[config.mk]
export PLATFORM = sky130hd
export DESIGN_NAME = psb_front
export DESIGN_NICKNAME = d
export VERILOG_FILES = /design/src/design/psb_pkg.sv /design/src/design/psb_front.sv
export SDC_FILE = /design/constraint.sdc
export NUM_CORES = 2
export LEC_CHECK = 0
export BUFFER_PORTS_ARGS = -buffer_cell sky130_fd_sc_hd__buf_2
export CORE_MARGIN = 4
export CORE_UTILIZATION = 31
export DETAILED_ROUTE_END_ITERATION = 7
export PLACE_DENSITY = 0.45
export REMOVE_ABC_BUFFERS = 1
export SLEW_MARGIN = 20
export SYNTH_ARGS = -nofsm -noshare
export SYNTH_HDL_FRONTEND = slang
export SYNTH_SLANG_ARGS = --single-unit
export TNS_END_PERCENT = 30
[constraint.sdc]
create_clock -name clk_i -period 17.6 [get_ports clk_i]
set_input_delay 5.28 -clock clk_i [delete_from_list [all_inputs] [get_ports clk_i]]
set_output_delay 5.28 -clock clk_i [all_outputs]
set_load 0.02 [all_outputs]
[src/design/psb_pkg.sv]
// shared types and constants of the pixel scale to byte unit
package psb_pkg;

  // widths fixed by the sample format and the largest table depth
  localparam int NUM_W = 52;
  localparam int DEN_W = 36;
  localparam int TOP_W = 16;
  localparam int TIDX_W = 10;
  localparam int BYTE_W = 8;
  localparam int CFG_IDX_W = 3;
  localparam int CFG_DATA_W = 32;
  localparam int QUEUE_DEPTH = 4;

  localparam int LUT_DEPTH_DEF = 1024;
  localparam int FRAC_BITS_DEF = 16;

  localparam logic [CFG_IDX_W-1:0] CFG_SAMPLE_TYPE = 3'd0;
  localparam logic [CFG_IDX_W-1:0] CFG_LUT_ENABLE  = 3'd1;
  localparam logic [CFG_IDX_W-1:0] CFG_RANGE_MIN   = 3'd2;
  localparam logic [CFG_IDX_W-1:0] CFG_RANGE_MAX   = 3'd3;
  localparam logic [CFG_IDX_W-1:0] CFG_LUT_SIZE    = 3'd4;

  localparam logic [1:0] ST_BYTE    = 2'd0;
  localparam logic [1:0] ST_FLOAT   = 2'd1;
  localparam logic [1:0] ST_COMPLEX = 2'd2;

  typedef enum logic [2:0] {
    K_WRITE,
    K_LINEAR,
    K_LOOKUP,
    K_COMPLEX,
    K_ZERO
  } psb_kind_e;

  typedef struct packed {
    psb_kind_e           kind;
    logic                last;
    logic                pos1;
    logic                pos2;
    logic [NUM_W-1:0]    num1;
    logic [NUM_W-1:0]    num2;
    logic [DEN_W-1:0]    den;
    logic [TOP_W-1:0]    top;
    logic                wen;
    logic [TIDX_W-1:0]   widx;
    logic [BYTE_W-1:0]   wval;
  } psb_item_t;

endpackage

[src/design/psb_front.sv]
// front part: configuration registers, item classification and ratio set-up
module psb_front import psb_pkg::*; #(
  parameter int LUT_DEPTH = LUT_DEPTH_DEF,
  parameter int FRAC_BITS = FRAC_BITS_DEF
) (
  input  logic                  clk_i,
  input  logic                  rst_ni,
  input  logic                  cfg_we_i,
  input  logic [CFG_IDX_W-1:0]  cfg_idx_i,
  input  logic [CFG_DATA_W-1:0] cfg_data_i,
  input  logic                  in_valid_i,
  output logic                  in_ready_o,
  input  logic                  op_i,
  input  logic [31:0]           sample_real_i,
  input  logic [31:0]           sample_imag_i,
  input  logic [TIDX_W-1:0]     table_index_i,
  input  logic [BYTE_W-1:0]     table_value_i,
  input  logic                  end_of_tile_i,
  output logic                  push_o,
  input  logic                  full_i,
  output psb_item_t             item_o
);

  localparam int SZW = $clog2(LUT_DEPTH + 1);

  logic [1:0]  sample_type_q;
  logic        lut_enable_q;
  logic [31:0] range_min_q;
  logic [31:0] range_max_q;
  logic [10:0] lut_size_q;

  always_ff @(posedge clk_i or negedge rst_ni) begin
    if (!rst_ni) begin
      sample_type_q <= '0;
      lut_enable_q  <= 1'b0;
      range_min_q   <= '0;
      range_max_q   <= 32'h00FF_0000;
      lut_size_q    <= 11'd256;
    end else if (cfg_we_i) begin
      unique case (cfg_idx_i)
        CFG_SAMPLE_TYPE: sample_type_q <= cfg_data_i[1:0];
        CFG_LUT_ENABLE:  lut_enable_q  <= cfg_data_i[0];
        CFG_RANGE_MIN:   range_min_q   <= cfg_data_i;
        CFG_RANGE_MAX:   range_max_q   <= cfg_data_i;
        CFG_LUT_SIZE:    lut_size_q    <= cfg_data_i[10:0];
        default: ;
      endcase
    end
  end

  logic [SZW-1:0]     sz;
  logic signed [32:0] d, r;
  logic signed [33:0] dn, rn;
  logic signed [17:0] k;
  logic signed [51:0] prod;
  logic signed [34:0] a, b, den0, aa, bb, denc;
  logic signed [44:0] s1, s2, n1, n2;
  psb_item_t          item;

  always_comb begin
    if (lut_size_q == 11'd0) begin
      sz = SZW'(1);
    end else if (32'(lut_size_q) > 32'(LUT_DEPTH)) begin
      sz = SZW'(LUT_DEPTH);
    end else begin
      sz = SZW'(lut_size_q);
    end

    // real path
    d  = $signed({sample_real_i[31], sample_real_i}) - $signed({range_min_q[31], range_min_q});
    r  = $signed({range_max_q[31], range_max_q}) - $signed({range_min_q[31], range_min_q});
    dn = (r < 0) ? -34'(d) : 34'(d);
    rn = (r < 0) ? -34'(r) : 34'(r);
    if (r == 0) begin
      k = 18'sd1;
    end else if (lut_enable_q) begin
      k = 18'(sz);
    end else begin
      k = 18'sd255;
    end
    prod = dn * k;

    // complex path, flipped signs for a negative scale
    a = 35'(signed'(sample_real_i));
    b = 35'(signed'(sample_imag_i));
    if (range_max_q == 32'd0) begin
      den0 = 35'(1) <<< FRAC_BITS;
    end else begin
      den0 = $signed({{2{range_max_q[31]}}, range_max_q, 1'b0});
      if (den0 < 0) begin
        den0 = -den0;
        a    = -a;
        b    = -b;
      end
    end
    aa = ((a < 0) ? -a : a) <<< 1;
    bb = ((b < 0) ? -b : b) <<< 1;
    denc = den0;
    if (aa > denc) denc = aa;
    if (bb > denc) denc = bb;
    s1 = (a <<< 1) + denc;
    s2 = (b <<< 1) + denc;
    n1 = (s1 <<< 8) - s1;
    n2 = (s2 <<< 8) - s2;

    item      = '0;
    item.last = end_of_tile_i;
    item.widx = table_index_i;
    item.wval = table_value_i;
    item.wen  = 32'(table_index_i) < 32'(LUT_DEPTH);
    if (op_i) begin
      item.kind = K_WRITE;
    end else if (sample_type_q == ST_BYTE || sample_type_q == ST_FLOAT) begin
      item.kind = lut_enable_q ? K_LOOKUP : K_LINEAR;
      item.num1 = NUM_W'(prod);
      item.pos1 = prod > 0;
      item.den  = (r == 0) ? (DEN_W'(1) << FRAC_BITS) : DEN_W'(rn);
      item.top  = lut_enable_q ? TOP_W'(sz - SZW'(1)) : TOP_W'(255);
    end else if (sample_type_q == ST_COMPLEX) begin
      item.kind = K_COMPLEX;
      item.num1 = NUM_W'(n1);
      item.num2 = NUM_W'(n2);
      item.pos1 = n1 > 0;
      item.pos2 = n2 > 0;
      item.den  = DEN_W'(denc) << 1;
      item.top  = TOP_W'(255);
    end else begin
      item.kind = K_ZERO;
    end
  end

  logic      fv_q;
  psb_item_t fitem_q;

  assign push_o     = fv_q && !full_i;
  assign in_ready_o = !fv_q || !full_i;
  assign item_o     = fitem_q;

  always_ff @(posedge clk_i or negedge rst_ni) begin
    if (!rst_ni) begin
      fv_q <= 1'b0;
    end else if (in_valid_i && in_ready_o) begin
      fv_q <= 1'b1;
    end else if (push_o) begin
      fv_q <= 1'b0;
    end
  end

  always_ff @(posedge clk_i) begin
    if (in_valid_i && in_ready_o) begin
      fitem_q <= item;
    end
  end

endmodule

Yosys cells after proc, flatten, opt, wreduce, memory -nomap -nowiden:

Cells that the tools add are included.

* add/subtract/negate cells: 14
* $mul: 1
* magnitude comparators: 10
* eq/ne operators: 6
* multiplexer cells: 27
* bitwise logic cells: 1
* reductions and logical operators: 18

Operators by type and width (count)
* $mux 35: 8
* $mux 158: 1
* $mux 34: 4
* $mux 52: 2
* $gt 45x1->1 const B: 2
* $sub 45x37->45: 2
* $add 36x35->37: 2
* $gt 35x35->1: 2
* $lt 35x1->1 const B: 2
* $neg 32->35: 2
* $neg 33->34: 2
* $neg 34->34: 2
* $lt 33x1->1 const B: 2
* $sub 32x32->33: 2
* $gt 52x1->1 const B: 1
* $mul 34x12->46: 1
* $mux 11: 4
* $mux 36: 1
* $neg 33->35: 1
* $logic_not 33->1: 1
* $logic_not 32->1: 1
* $mux 16: 1
* $sub 11x1->12 const B: 1
* $gt 11x11->1 const B: 1
* other kinds (18): 29

* register bits: 252
* logic and storage cells: 93

Logic depth before layout (Yosys ltp):

* depth after elaboration: 14
* gate-level depth with buffers: 76
* depth with buffers taken out: 73

Worst setup path before layout:

No wires, ideal clock.

* path type: input to register
* start: input port sample_real_i[11]
* end: register fitem_q, in the netlist item_o[175] (data pin)
* library setup time: 0.269 ns
* arrival: 18.826 ns
* data required time: 17.331 ns
* slack: -1.494 ns
* stages: 70
* path buffers: 6
* cells stage by stage: or3_1 or4_1 or3_1 clkbuf_1 or3_1 o211ai_1 a21boi_2 clkbuf_1 nor2_1 xor2_1 ha_1 o21a_1 o21a_1 o21a_1 o21ai_0 nand2b_1 a221oi_1 o221ai_1 (+34 left out) nor3_2 xor2_1 ha_1 a21o_1 a21oi_1 nor2b_1 o21ai_0 nand2b_1 a21oi_1 o21bai_1 a21oi_1 mux2_2 a31o_2 o2111a_1 nor3b_1 nand4_1 nor4b_1 nor3_1

* word-level cells in the longest chain between the ends: 12
* elaborated cells on any way between the ends: 13
* classes of those cells: add/sub (4); order compare (4); mux (5)

RTL lines
* start, declared: RTL line psb_front.sv:14 `input logic [31:0] sample_real_i,`
* $neg 32->35: RTL line psb_front.sv:92 `a = -a;`
* $mux 35: RTL line psb_front.sv:90 `if (den0 < 0) begin`
* $mux 35 (*): RTL line psb_front.sv:86 `if (range_max_q == 32'd0) begin`
* $neg 34->34 / $lt 35x1->1 (equally long branches): RTL line psb_front.sv:96 `aa = ((a < 0) ? -a : a) <<< 1;`
* $mux 34 (*): RTL line psb_front.sv:96
* $gt 35x35->1: RTL line psb_front.sv:99 `if (aa > denc) denc = aa;`
* $mux 35 (*): RTL line psb_front.sv:99
* $gt 35x35->1: RTL line psb_front.sv:100 `if (bb > denc) denc = bb;`
* $mux 35 (*): RTL line psb_front.sv:100
* $add 36x35->37 (*): RTL line psb_front.sv:102 `s2 = (b <<< 1) + denc;`
* $sub 45x37->45 (*): RTL line psb_front.sv:104 `n2 = (s2 <<< 8) - s2;`
* $gt 45x1->1 (*): RTL line psb_front.sv:124 `item.pos2 = n2 > 0;`
* end signal, assigned: RTL line psb_front.sv:151 `fitem_q <= item;`
* end, declared: RTL line psb_front.sv:133 `psb_item_t fitem_q;`

Every way passes the cells marked *; elsewhere a longest branch is shown, timed or not.
A chain may end at the register's enable or synchronous reset.

Worst setup path in the final report:

* start: input port sample_real_i[10]
* end: register fitem_q, in the netlist item_o[175] (data pin)

The elaborated chain is that of the path after synthesis.

==> impl_metrics.yaml <==
outcome:
  status: "finished with violations"
  violations: "negative setup slack"
logic_synthesis:
  synth_area_leaders: "fa_1 (16%), edfxtp_1 (12%), ha_1 (11%)"
  yosys-top-cells-count: "inv_1 (616), nand2_1 (528), nor2_1 (501)"
  seq_area_frac_synth: 0.1648
  synth_top_area_cell: "fa_1"
  syn_area_um2: 41590
  synthMostInstantiatedCell: "inv_1"
  synth.distinct_cells: 110
  async_flop_share: 0.3278
  yosysTopAreaCellShare: 0.1574
  synth-main-ff-cell: "edfxtp_1"
  avgSynthCellArea_um2: 8.128
  synth_edf_count: 162
  synth-warning-count: 0
  ys_seq_elements: 241
  synthCells: 5117
worst_setup_path:
  arrival_ps: 18080
  path_class: "input port to register"
  worstPathMaxFanout: 14
  critPathLaunch: "sample_real_i[10]"
  critPathMaxStageDelay_ps: 500
  cp_slowest_cell: "or4_4"
  r2r_slack_ps: 3340
  reg2reg_from: "range_max_q[2]$_DFFE_PN0P_"
  critPathCaptureType: "register"
  crit_top_cell: "o21ai_1"
  cp-start-kind: "input port"
  r2r_cells: 71
  critPathRequiredTime_ps: 17910
cts:
  clkSinkCount: 241
  cts_buffers: 34
  cts_buffer_depth: 3
  cts_tree: "done"
  clockRootBuffer: "clkbuf_16"
  clk_pin_slew_ps: 60
  cts_max_level: 2
  clock_latency_ps: 610
  ctsHoldBuffers: 0
floorplanning:
  core_area_um2: 133300
  die_height_um: 374.3
  rows: 134
  die_w_um: 374.3
  fp.dieArea_um2: 140100
  initial_utilization: 0.3120
  ios: 307
worst_hold_path:
  hold_path_class: "register to register"
  hold_path.startpoint: "fv_q$_DFFE_PN0P_"
  holdPathStages: 2
global_route:
  overflow: 0
  grt_pass1_wl_um: 253500
  track_usage: 0.2336
  grt_max_degree: 68
  antenna_found_initial: 6
  grt_pass1_vias: 40960
place:
  port_buffers: 304
  place_inst: 8029
  pre_cts_ws_ps: -2006
  hpwl_um: 142700
  gp_congestion: 0.9265
timing:
  period_needed_ps: 17770
  drv_slew: 0
  rsz0062_at_grt: "yes"
  setup_ws_ps: -174.5
  fmax_ghz: 0.05626
  finalCritPeriodShare: 1.010
  finalSetupTns_ps: -284.0
  finalSetupViolCount: 2
  slew_headroom: 0.2640
  hold_viol: 0
  skew_ps: 39.03
  tightestPinTransition_ps: 1103
final_layout:
  layout.nets: 7162
  instances_no_fill: 8131
  areaGrowthSynthToFinish_pct: 31.80
  drive_above_1_share: 0.2717
  fillCellCount: 13851
  final_core_util: 0.4113
drt:
  drc_errors: 0
  first_iter_violations: 2575
  drtAntennaViolNets: 0
  vias: 40902
  viasPerCell: 5.030
  totalWireLength_um: 167500
  dr.pass1.iters: 5
  post_drt_wl_per_cell_um: 20.60
flow_run:
  cap_violations: 0
## final timing paths
kind	to
hold / removal	fv_q$_DFFE_PN0P_
min in group asynchronous	range_min_q[1]$_DFFE_PN0P_
hold reg to reg	fv_q$_DFFE_PN0P_
setup / recovery	item_o[175]$_SDFFCE_PP0P_
max in group asynchronous	range_max_q[31]$_DFFE_PN0P_
setup reg to reg	item_o[175]$_SDFFCE_PP0P_
## cell type report
cell class | count | area (µm²) | area share
flip-flops and latches | 241 | 6857 | 0.1251
well taps | 1768 | 2212 | 0.04035
multi-input cells | 4077 | 32680 | 0.5961
clock buffers | 44 | 918.4 | 0.01675
clock inverters | 17 | 225.2 | 0.004108
inverters | 618 | 2320 | 0.04232
diodes | 4 | 10.01 | 0.0001826
repair buffers | 1362 | 9599 | 0.1751
## flip-flops by register name, indices dropped and copies added (netlist names)
| signal | count |
|---|---|
| item_o | 162 |
| range_min_q | 32 |
| lut_size_q | 11 |
| fv_q | 1 |
| range_max_q | 32 |
| lut_enable_q | 1 |
| sample_type_q | 2 |
## layout by cell type (no fill, tap or decap), types with 40 or more instances in the layout
cell type / synthesis / final
buf_4: 24 / 1044
inv_1: 616 / 611
nand2_1: 528 / 523
nor2_1: 501 / 493
ha_1: 377 / 360
fa_1: 327 / 326
buf_2: 31 / 300
a21oi_1: 309 / 284
xnor2_1: 278 / 265
o21ai_0: 287 / 260
xor2_1: 189 / 183
edfxtp_1: 162 / 162
a21o_1: 124 / 124
nand3_1: 87 / 83
nor3_1: 82 / 78
dfrtp_1: 70 / 69
nor2b_1: 68 / 66
nand2b_1: 62 / 61
mux2_2: 61 / 59
o31ai_1: 57 / 56
nand4_1: 49 / 49
o21a_1: 45 / 45
a31oi_1: 49 / 41
mux2i_1: 48 / 40
## critical path, delay by kind of cell
| kind | cells | cell delay (ps) |
|---|---|---|
| XOR/XNOR | 2 | 170 |
| buffers and inverters | 7 | 920 |
| multiplexers | 3 | 920 |
| AND/OR/NAND/NOR | 19 | 3580 |
| AO/OA/AOI/OAI | 37 | 6200 |
| adder cells (fa/ha/maj) | 4 | 960 |
## timing repair
action                     4_1_cts  5_1_grt
resized for setup              101      123
setup endpoints to repair       34       32
setup buffers                   20       16
pin swaps                       50       78
gates cloned                     0        1
## logic make-up after synthesis
kind of cell / share of synthesized area
flip-flops: 0.1648
AO/OA/AOI/OAI: 0.1758
AND/OR/NAND/NOR: 0.1844
buffers and inverters: 0.07620
adder cells (fa/ha/maj): 0.2713
multiplexers: 0.02807
XOR/XNOR: 0.09927
other: 0.0001806
## per-layer routing
| layer | vias up | share of wire | track usage |
|---|---|---|---|
| met4 | 0 | 0.023 | 0.04966 |
| li1 | 19904 | - | - |
| met5 | - | 0 | 0 |
| met1 | 19928 | 0.47 | 0.3315 |
| met3 | 121 | 0.049 | 0.02830 |
| met2 | 949 | 0.45 | 0.3811 |
## stage by stage
stage	cell area [µm²]	hold WS (ps)
3_3_place_gp	52290	493.3
3_5_place_dp	52290	509.5
5_1_grt	54810	589.2
6_report	54820	515.3
4_1_cts	54020	525.4
2_1_floorplan	40780	502.1
Power is left out: the tool's default activity adds up to more than one toggle a clock period on the data nets, which glitch-free logic cannot reach.
