==> src/design/psb_pkg.sv <==
// shared types and constants of the pixel scale to byte unit
package psb_pkg;

  // widths fixed by the sample format and the largest table depth
  localparam int NUM_W = 52;
  localparam int DEN_W = 36;
  localparam int TOP_W = 16;
  localparam int TIDX_W = 10;
  localparam int BYTE_W = 8;
  localparam int CFG_IDX_W = 3;
  localparam int CFG_DATA_W = 32;
  localparam int QUEUE_DEPTH = 4;

  localparam int LUT_DEPTH_DEF = 1024;
  localparam int FRAC_BITS_DEF = 16;

  localparam logic [CFG_IDX_W-1:0] CFG_SAMPLE_TYPE = 3'd0;
  localparam logic [CFG_IDX_W-1:0] CFG_LUT_ENABLE  = 3'd1;
  localparam logic [CFG_IDX_W-1:0] CFG_RANGE_MIN   = 3'd2;
  localparam logic [CFG_IDX_W-1:0] CFG_RANGE_MAX   = 3'd3;
  localparam logic [CFG_IDX_W-1:0] CFG_LUT_SIZE    = 3'd4;

  localparam logic [1:0] ST_BYTE    = 2'd0;
  localparam logic [1:0] ST_FLOAT   = 2'd1;
  localparam logic [1:0] ST_COMPLEX = 2'd2;

  typedef enum logic [2:0] {
    K_WRITE,
    K_LINEAR,
    K_LOOKUP,
    K_COMPLEX,
    K_ZERO
  } psb_kind_e;

  typedef struct packed {
    psb_kind_e           kind;
    logic                last;
    logic                pos1;
    logic                pos2;
    logic [NUM_W-1:0]    num1;
    logic [NUM_W-1:0]    num2;
    logic [DEN_W-1:0]    den;
    logic [TOP_W-1:0]    top;
    logic                wen;
    logic [TIDX_W-1:0]   widx;
    logic [BYTE_W-1:0]   wval;
  } psb_item_t;

endpackage

==> src/design/psb_queue.sv <==
// short queue between the front and back parts
module psb_queue import psb_pkg::*; (
  input  logic      clk_i,
  input  logic      rst_ni,
  input  logic      push_i,
  input  psb_item_t data_i,
  output logic      full_o,
  input  logic      pop_i,
  output logic      empty_o,
  output psb_item_t data_o
);

  localparam int PW = $clog2(QUEUE_DEPTH);

  psb_item_t   mem_q [QUEUE_DEPTH];
  logic [PW-1:0] wp_q, rp_q;
  logic [PW:0]   cnt_q;

  assign full_o  = cnt_q == (PW+1)'(QUEUE_DEPTH);
  assign empty_o = cnt_q == '0;
  assign data_o  = mem_q[rp_q];

  always_ff @(posedge clk_i or negedge rst_ni) begin
    if (!rst_ni) begin
      wp_q  <= '0;
      rp_q  <= '0;
      cnt_q <= '0;
    end else begin
      if (push_i) wp_q <= wp_q + PW'(1);
      if (pop_i)  rp_q <= rp_q + PW'(1);
      cnt_q <= cnt_q + (PW+1)'(push_i) - (PW+1)'(pop_i);
    end
  end

  always_ff @(posedge clk_i) begin
    if (push_i) mem_q[wp_q] <= data_i;
  end

endmodule

==> config.mk <==
export PLATFORM = sky130hd
export DESIGN_NAME = psb_queue
export DESIGN_NICKNAME = d
export VERILOG_FILES = /design/src/design/psb_pkg.sv /design/src/design/psb_queue.sv
export SDC_FILE = /design/constraint.sdc
export NUM_CORES = 1
export LEC_CHECK = 0
export ABC_CLOCK_PERIOD_IN_PS = 5190
export BUFFER_PORTS_ARGS = -buffer_cell sky130_fd_sc_hd__buf_4
export CAP_MARGIN = 20
export CORE_ASPECT_RATIO = 0.75
export CORE_MARGIN = 10
export CORE_UTILIZATION = 51
export CTS_CLUSTER_DIAMETER = 200
export DETAILED_ROUTE_END_ITERATION = 8
export PLACE_DENSITY = 0.75
export SYNTH_ARGS = -nofsm -noshare
export SYNTH_HDL_FRONTEND = slang
export SYNTH_SLANG_ARGS = --single-unit
export TNS_END_PERCENT = 50
==> constraint.sdc <==
create_clock -name clk_i -period 5.19 [get_ports clk_i]
set_clock_uncertainty 0.15 [all_clocks]
set_input_delay 1.038 -clock clk_i [delete_from_list [all_inputs] [get_ports clk_i]]
set_output_delay 1.038 -clock clk_i [all_outputs]
set_load 0.02 [all_outputs]
# Word-level counts from Yosys, hierarchy flattened
# Memories as Yosys holds them, arrays and structs flattened.
# Index checks and enable logic that the tools add are counted.
# word_totals
word_cells	12
mem_bits_ro	0
latchBits	0
mem_bits_rw	724
register_bits	7
inputBits	185
n_memories	1
# op_classes
bitwise_logic	0
n_shift	0
n_reduce_logical	1
mul	0
order_cmp	0
eq_ne	1
n_div	0
n_mux	2
addsub	4
# memory_table
name	depth	word_bits	rd	rd_ports_with_merged_regs	wr	line_no	text
mem_q	4	181	1	0	1	psb_queue.sv:15	psb_item_t mem_q [QUEUE_DEPTH];
# ops
op	count
$add 2x1->2 const B	2
$add 3x1->3	1
$eq 3x3->1 const B	1
$logic_not 3->1	1
$sub 3x1->3	1
$mux 1	2

# Depth between registers and ports, before layout
# Gate-level depths: netlist (run 1).
# logic_depth
ltp_word	2
ltp_mapped	7

# Worst setup path before layout (run 1)
# No wires, ideal clock.
# synth_timing
path_kind	input to register
startpoint	input port push_i
endpoint	memory mem_q[0][0] (netlist bit) (enable)
path_slack_ps	-675
path_stages	1
arrival_time_ps	5152
setup_ps	562
cell_sequence	and2_1
# synth_between
elab_chain_cells	2
# synth_rtl
element	line_no	text
from (decl)	psb_queue.sv:5	input logic push_i,
$mux 1	psb_queue.sv:36	if (push_i) mem_q[wp_q] <= data_i;
$mux 1 (not written as such)	psb_queue.sv:36	
to (decl)	psb_queue.sv:15	
# Every way passes these cells.

==> impl_results.md, run 1 <==
- Status: finished clean
- Global-route usage over all layers: 17.3%
- Setup Slack @ Placement: 1.74 ns
- Worst min-delay path category: input pin to async pin
- CORE AREA: 51600 µm²
- Drt total wl: 53600 µm
- Clock tree root buffer cell: sky130_fd_sc_hd__clkbuf_16
- Post-CTS setup buffers: 0
- Row Count: 72
- GRT overflow: 0
- Worst slew pin tran: 1.05 ns
- Count of nets left with antenna violations after detail routing: 0
- Endpoints failing hold: 0
- Worst r2r path cells: 4
- Time the final worst path needs with I/O delays and setup: 4.01 ns
- Number of warnings reported in the yosys synthesis log: 0
- Crit path largest cell delay: 1.12 ns
- Avg WL per Cell: 24.9 µm
- Required time of the critical path: 4.00 ns
- Path type of the worst setup path: flop to output pin
- Most area-hungry cell type in the Yosys netlist: sky130_fd_sc_hd__edfxtp_1
- Die area: 61800 µm²
- Total power: 19.4 mW
- Horiz. Die Dim: 284 µm
- CP dominant cell by count: sky130_fd_sc_hd__buf_4
- Worst Hold Slack: 0.0992 ns
- RR Endpoint: mem_q[1][32]$_DFFE_PP_
- Setup TNS: 0 ns
- Synth unique cells: 18
- Crit Path Max Fanout: 60
- Number of instances in the synthesized netlist: 980
- Number of antenna violations at the first check in global routing: 8
- Clock sink total: 731
- Routed vias/inst: 5.47
- FMAX: 250 MHz
- Crit path setup slack, layout: 1.18 ns
- Fraction of final layout cells with drive strength greater than 1: 46.6%
- WP data arrival: 2.82 ns
- Worst VDD drop: 0.356 mV
- Netlist Area Pre-Place: 26600 µm²
- Power per unit of standard cell area: 599 nW/µm²
- P&R area growth vs syn: 21.6%
- Number of buffer cells added on primary ports: 367
- Routability Congestion: 0.730
- Worst setup slack for register-to-register paths: 2.76 ns
- Startpoint of the worst-slack reg-to-reg timing path: wp_q[1]$_DFFE_PN0P_
- Max-slew headroom at the worst pin: 29.8%
- Crit path capture type: output pin
- Final period util: 77.2%
- Largest net degree at the start of global routing: 98
- Reported leakage power: 11.0 nW
- Wire length of the first global-routing pass: 81300 µm
- Clock transition at path regs: 0.06 ns
- Maxcap violations: 0
- Final setup viols: 0
- Cell types with the largest area share after synthesis: sky130_fd_sc_hd__edfxtp_1 (82%), sky130_fd_sc_hd__mux4_2 (15%), sky130_fd_sc_hd__buf_12 (0.83%)
- Htree depth: 3
- DRC violations left: 0
- Post-layout util: 62.8%
- Number of buffers on the longest clock path: 3
- Die span in y: 218 µm
- Fraction of post-synthesis cell area in the top cell type by area: 81.6%
- Synth Register Bits: 731
- Post-detailed-placement half-perimeter wirelength: 34200 µm
- Setup repair after global routing missed its margin: no
- Cts bufs inserted: 68
- Syn Area/Cell: 27.2 µm²
- Initial detailed-routing violation count: 956
- Net count after synthesis: 1172
- Critical path cell sequence: buf_4, mux4_2, buf_4
- Number of placed I/O pins: 368
- Clock tree from TritonCTS: done
- Nets: 1597
- Clock latency of the later-clocked register in the worst-skew pair: 0.58 ns
- Worst-path cell with the longest stage delay: sky130_fd_sc_hd__dfrtp_4
- Final Max Tran Viols: 0
- DRT Pass-1 Iters: 5
- Via count of the first global-routing pass: 12700
- Register area share after synthesis: 82.3%
- Initial core utilization: 51.6%
- Number of gates resized after cts: 0
- Kind of launch point of the worst setup path: flop
- Hold-fix buffers at CTS: 0
- Via count: 11800
-- area by class of cell --
class	instances	area, µm²
Inverter	6	22.5
Clock inverter	34	349
Sequential cell	731	21900
Multi-Input combinational cell	202	4270
Tap cell	703	880
Antenna cell	3	7.51
Timing Repair Buffer	396	3140
Clock buffer	83	1800
Fill cell	3424	19200
-- power by group --
part	switching (mW)	internal, mW	total (mW)
Sequential	0.435	7.71	8.15
Clock	2.02	2.77	4.79
Combinational	3.54	2.93	6.47
Total	6.00	13.4	19.4
-- synthesized netlist by cell type (all sizes together) --
cell,n
xnor2,3
and2,4
clkbuf,2
dfrtp,7
fa,1
nand2,2
inv,6
buf,39
xor2,2
o21ai,1
and3,1
ha,6
nor3,1
edfxtp,724
mux4,181
-- layout by cell type, fill, tap and decap left out, types with 2 or more instances in the layout --
cell type,netlist,layout
sky130_fd_sc_hd__buf_4,1,383
sky130_fd_sc_hd__nand2_1,2,2
sky130_fd_sc_hd__clkinvlp_4,0,2
sky130_fd_sc_hd__dfrtp_1,7,5
sky130_fd_sc_hd__clkinv_2,0,11
sky130_fd_sc_hd__inv_1,6,6
sky130_fd_sc_hd__buf_12,11,13
sky130_fd_sc_hd__clkinv_8,0,3
sky130_fd_sc_hd__mux4_2,181,181
sky130_fd_sc_hd__clkbuf_16,0,70
sky130_fd_sc_hd__xor2_1,2,2
sky130_fd_sc_hd__xnor2_1,3,3
sky130_fd_sc_hd__clkbuf_1,2,13
sky130_fd_sc_hd__bufinv_16,0,6
sky130_fd_sc_hd__ha_1,6,6
sky130_fd_sc_hd__and2_4,0,4
sky130_fd_sc_hd__clkinv_1,0,11
sky130_fd_sc_hd__diode_2,0,3
sky130_fd_sc_hd__edfxtp_1,724,724
sky130_fd_sc_hd__dfrtp_4,0,2
-- how the worst max path moves through the flow --
stage	startpoint	endpoint	slack, ns	cells past startpoint
2_1_floorplan	push_i	mem_q[1][0]$_DFFE_PP_	-0.65	1
3_3_place_gp	rp_q[0]$_DFFE_PN0P_	data_o[167]	1.75	3
3_5_place_dp	rp_q[0]$_DFFE_PN0P_	data_o[165]	1.74	3
4_1_cts	rp_q[0]$_DFFE_PN0P_	data_o[167]	1.08	3
5_1_grt	rp_q[0]$_DFFE_PN0P_	data_o[180]	0.99	3
6_report	rp_q[1]$_DFFE_PN0P_	data_o[14]	1.18	3
-- critical path, delay by kind of cell, from the launching register on --
family	cells	cell delay, ns
DFF	1	1.12
buffers and inverters	2	0.68
muxes	1	0.39
-- cells by family after synthesis --
family                   Yosys count  synth area share (%)
AND/OR/NAND/NOR                    8                 0.164
XOR/XNOR                           5                 0.164
flip-flops                       731                  82.3
buffers and inverters             47                  1.69
adder cells (fa/ha/maj)            7                 0.357
AO/OA/AOI/OAI                      1                0.0188
multiplexers                     181                  15.3
-- flip-flops by register name (all words and copies together), names as in the netlist --
name	cells
wp_q	2
rp_q	2
mem_q	724
cnt_q	3
-- layer usage --
metal	vias up	routed length, µm	track usage [%]
li1	5110	-	-
met5	-	73	0
met1	6218	21400	23.0
met2	390	26500	27.3
met3	73	4780	6.12
met4	10	860	4.20
-- through the flow --
stage,area [µm²],cells
CTS,32400,2155
detailed placement,30200,2038
global route,32400,2155
floorplan,26600,980
finish,32400,2158
global placement,30200,2038
(Power assumes the default switching activity.)
==> run 2: changes to the inputs <==
- ABC_CLOCK_PERIOD_IN_PS: 5190 -> 3300
- clock period: 5.19 -> 3.3 ns (I/O delays scaled with it)
==> run 2 against run 1 <==
Design area increased by 0.77%. Sequential power grew 53%. Routed wire length is 1.4% higher. Sequential cell count did not move. First-iteration DRC count increased by 8.9%. Sequential share of layout area down 0.52 points. Critical path depth grew 1. Worst setup slack got worse by 1.0 ns. Via count rose by 1.6%. Combinational power rose by 65%. Non-clock buffer count is 24 higher. Clock power up 56%. Critical endpoint is now data_o[54].
==> impl_results.md, run 2 (synthesized netlist as in run 1, its figures left out) <==
- Max-slew headroom at the worst pin: 49.0% (+19 points)
- Crit path largest cell delay: 0.56 ns (-0.56 ns)
- Drt total wl: 54400 µm (+1.4%)
- Clock tree root buffer cell: sky130_fd_sc_hd__clkbuf_16
- Endpoints failing hold: 0 (unchanged)
- Global-route usage over all layers: 17.5% (+0.15 points)
- Final period util: 94.4%
- FMAX: 321 MHz
- Path type of the worst setup path: flop to output pin
- Crit Path Max Fanout: 25 (-58%)
- Count of nets left with antenna violations after detail routing: 0 (unchanged)
- Clock tree from TritonCTS: done
- DRT Pass-1 Iters: 4 (-1)
- Number of flip-flops in the largest register: 724 (unchanged)
- CORE AREA: 51600 µm² (unchanged)
- Initial core utilization: 51.6% (unchanged)
- Fraction of final layout cells with drive strength greater than 1: 47.1% (+0.50 points)
- Die area: 61800 µm² (unchanged)
- Reported leakage power: 11.2 nW (+1.2%)
- Most frequent cells in the layout: sky130_fd_sc_hd__edfxtp_1 (724), sky130_fd_sc_hd__buf_4 (398), sky130_fd_sc_hd__mux4_2 (181)
- Number of antenna violations at the first check in global routing: 6 (-2)
- Post-layout util: 63.2% (+0.48 points)
- Largest net degree at the start of global routing: 94 (-4.1%)
- GRT overflow: 0 (unchanged)
- Htree depth: 3 (unchanged)
- Placed insts: 2058 (+0.98%)
- CP dominant cell by count: sky130_fd_sc_hd__buf_12
- Worst VDD drop: 0.726 mV (+100%)
- Initial detailed-routing violation count: 1041 (+8.9%)
- DRC violations left: 0 (unchanged)
- Kind of launch point of the worst setup path: flop
- Routability Congestion: 0.748 (+2.5%)
- Post-detailed-placement half-perimeter wirelength: 35000 µm (+2.4%)
- Register with the most flip-flops: mem_q
- Worst slew pin tran: 0.766 ns (-0.287 ns)
- Worst-path cell with the longest stage delay: sky130_fd_sc_hd__mux4_2
- Bufs and invs on worst path: 3 (+1)
- Avg WL per Cell: 24.9 µm (+0.24%)
- Number of gates resized after cts: 0 (unchanged)
- Clock latency of the later-clocked register in the worst-skew pair: 0.60 ns (+0.02 ns)
- Crit path capture type: output pin
- Nets: 1622 (+1.6%)
- Power per unit of standard cell area: 940 nW/µm² (+57%)
- Number of buffer cells added on primary ports: 367 (unchanged)
- Horiz. Die Dim: 284 µm (unchanged)
- Post-route non-filler standard cell count: 2182 (+1.1%)
- Via count of the first global-routing pass: 12800 (+0.83%)
- Final Max Tran Viols: 0 (unchanged)
- Critical path cell sequence: buf_12, buf_12, mux4_2, buf_4
- Clock transition at path regs: 0.06 ns (about the same)
- P&R area growth vs syn: 22.6%
- Worst min-delay path category: input pin to flop
- Setup repair after global routing missed its margin: no
- Top Registers: mem_q: 724 flops, cnt_q: 3 flops
- Most common cell after layout, fill and taps aside: sky130_fd_sc_hd__edfxtp_1
- Row Count: 72 (unchanged)
- Cts bufs inserted: 69 (+1.5%)
- Family with the most delay on the worst path: buffers and inverters
- Via count: 12000 (+1.6%)
- Number of placed I/O pins: 368 (unchanged)
- Required time of the critical path: 2.49 ns (-1.51 ns)
- Total power: 30.7 mW (+58%)
- Time the final worst path needs with I/O delays and setup: 3.11 ns
- Number of buffers on the longest clock path: 3 (unchanged)
- Clock sink total: 731 (unchanged)
- Routed vias/inst: 5.50 (+0.49%)
- Number of filler instances in the final layout: 3375 (-1.4%)
- WP data arrival: 2.30 ns (-0.52 ns)
- Die span in y: 218 µm (unchanged)
- Maxcap violations: 0 (unchanged)
- Final setup viols: 0 (unchanged)
- Setup TNS: 0 ns (unchanged)
- Wire length of the first global-routing pass: 81500 µm (+0.34%)
- Status: finished clean
run 2: final timing paths:
kind / slack (ns) / start / depth (start not counted) / endpoint
max: 0.19 / rp_q[0]$_DFFE_PN0P_ / 4 / data_o[54]
min: 0.10 / data_i[174] / 1 / mem_q[3][174]$_DFFE_PP_
max reg2reg: 1.12 / wp_q[0]$_DFFE_PN0P_ / 4 / mem_q[0][92]$_DFFE_PP_
min reg2reg: 0.39 / wp_q[0]$_DFFE_PN0P_ / 1 / wp_q[0]$_DFFE_PN0P_
max in group asynchronous: 2.53 / rst_ni / 2 / rp_q[0]$_DFFE_PN0P_
min in group asynchronous: 0.31 / rst_ni / 2 / rp_q[1]$_DFFE_PN0P_
run 2: repair_timing:
action / in CTS / in global routing
endpoints found under the setup margin: 12 / 0
setup buffers: 3 / 0
endpoints found under the hold margin: 7 / 0
hold buffers: 1 / 0
run 2: final cells by class:
class / instances / area [µm²] / area share, %
Sequential cell: 731 / 21900 / 67.2
Timing Repair Buffer: 420 / 3420 / 10.5
Clock inverter: 30 / 279 / 0.855
Multi-Input combinational cell: 202 / 4270 / 13.1
Antenna cell: 2 / 5.00 / 0.0153
Clock buffer: 88 / 1840 / 5.64
Tap cell: 703 / 880 / 2.69
Inverter: 6 / 22.5 / 0.0690
run 2: where the power goes:
part | total [mW] | internal [mW] | leakage [nW] | switching, mW
combinational | 10.7 | 4.78 | 3.39 | 5.92
sequential | 12.5 | 12.1 | 6.73 | 0.361
clock | 7.48 | 4.27 | 1.04 | 3.21
run 2: per-layer routing:
metal / wire length, µm / GRT usage [%] / share of wire, % / up-vias
li1: - / - / - / 5167
met1: 21500 / 23.0 / 40 / 6316
met2: 27000 / 27.5 / 50 / 421
met3: 4870 / 6.49 / 9.0 / 77
met4: 943 / 4.30 / 1.7 / 10
met5: 77 / 0 / 0.14 / -
run 2: per-stage QoR:
step	hold WS, ns	area, µm²	setup slack (ns)
2_1_floorplan	0.214	26600	-0.189
3_3_place_gp	0.334	30500	0.639
3_5_place_dp	0.333	30500	0.628
4_1_cts	0.0668	32600	0.114
5_1_grt	0.0666	32600	0.0468
6_report	0.103	32600	0.186
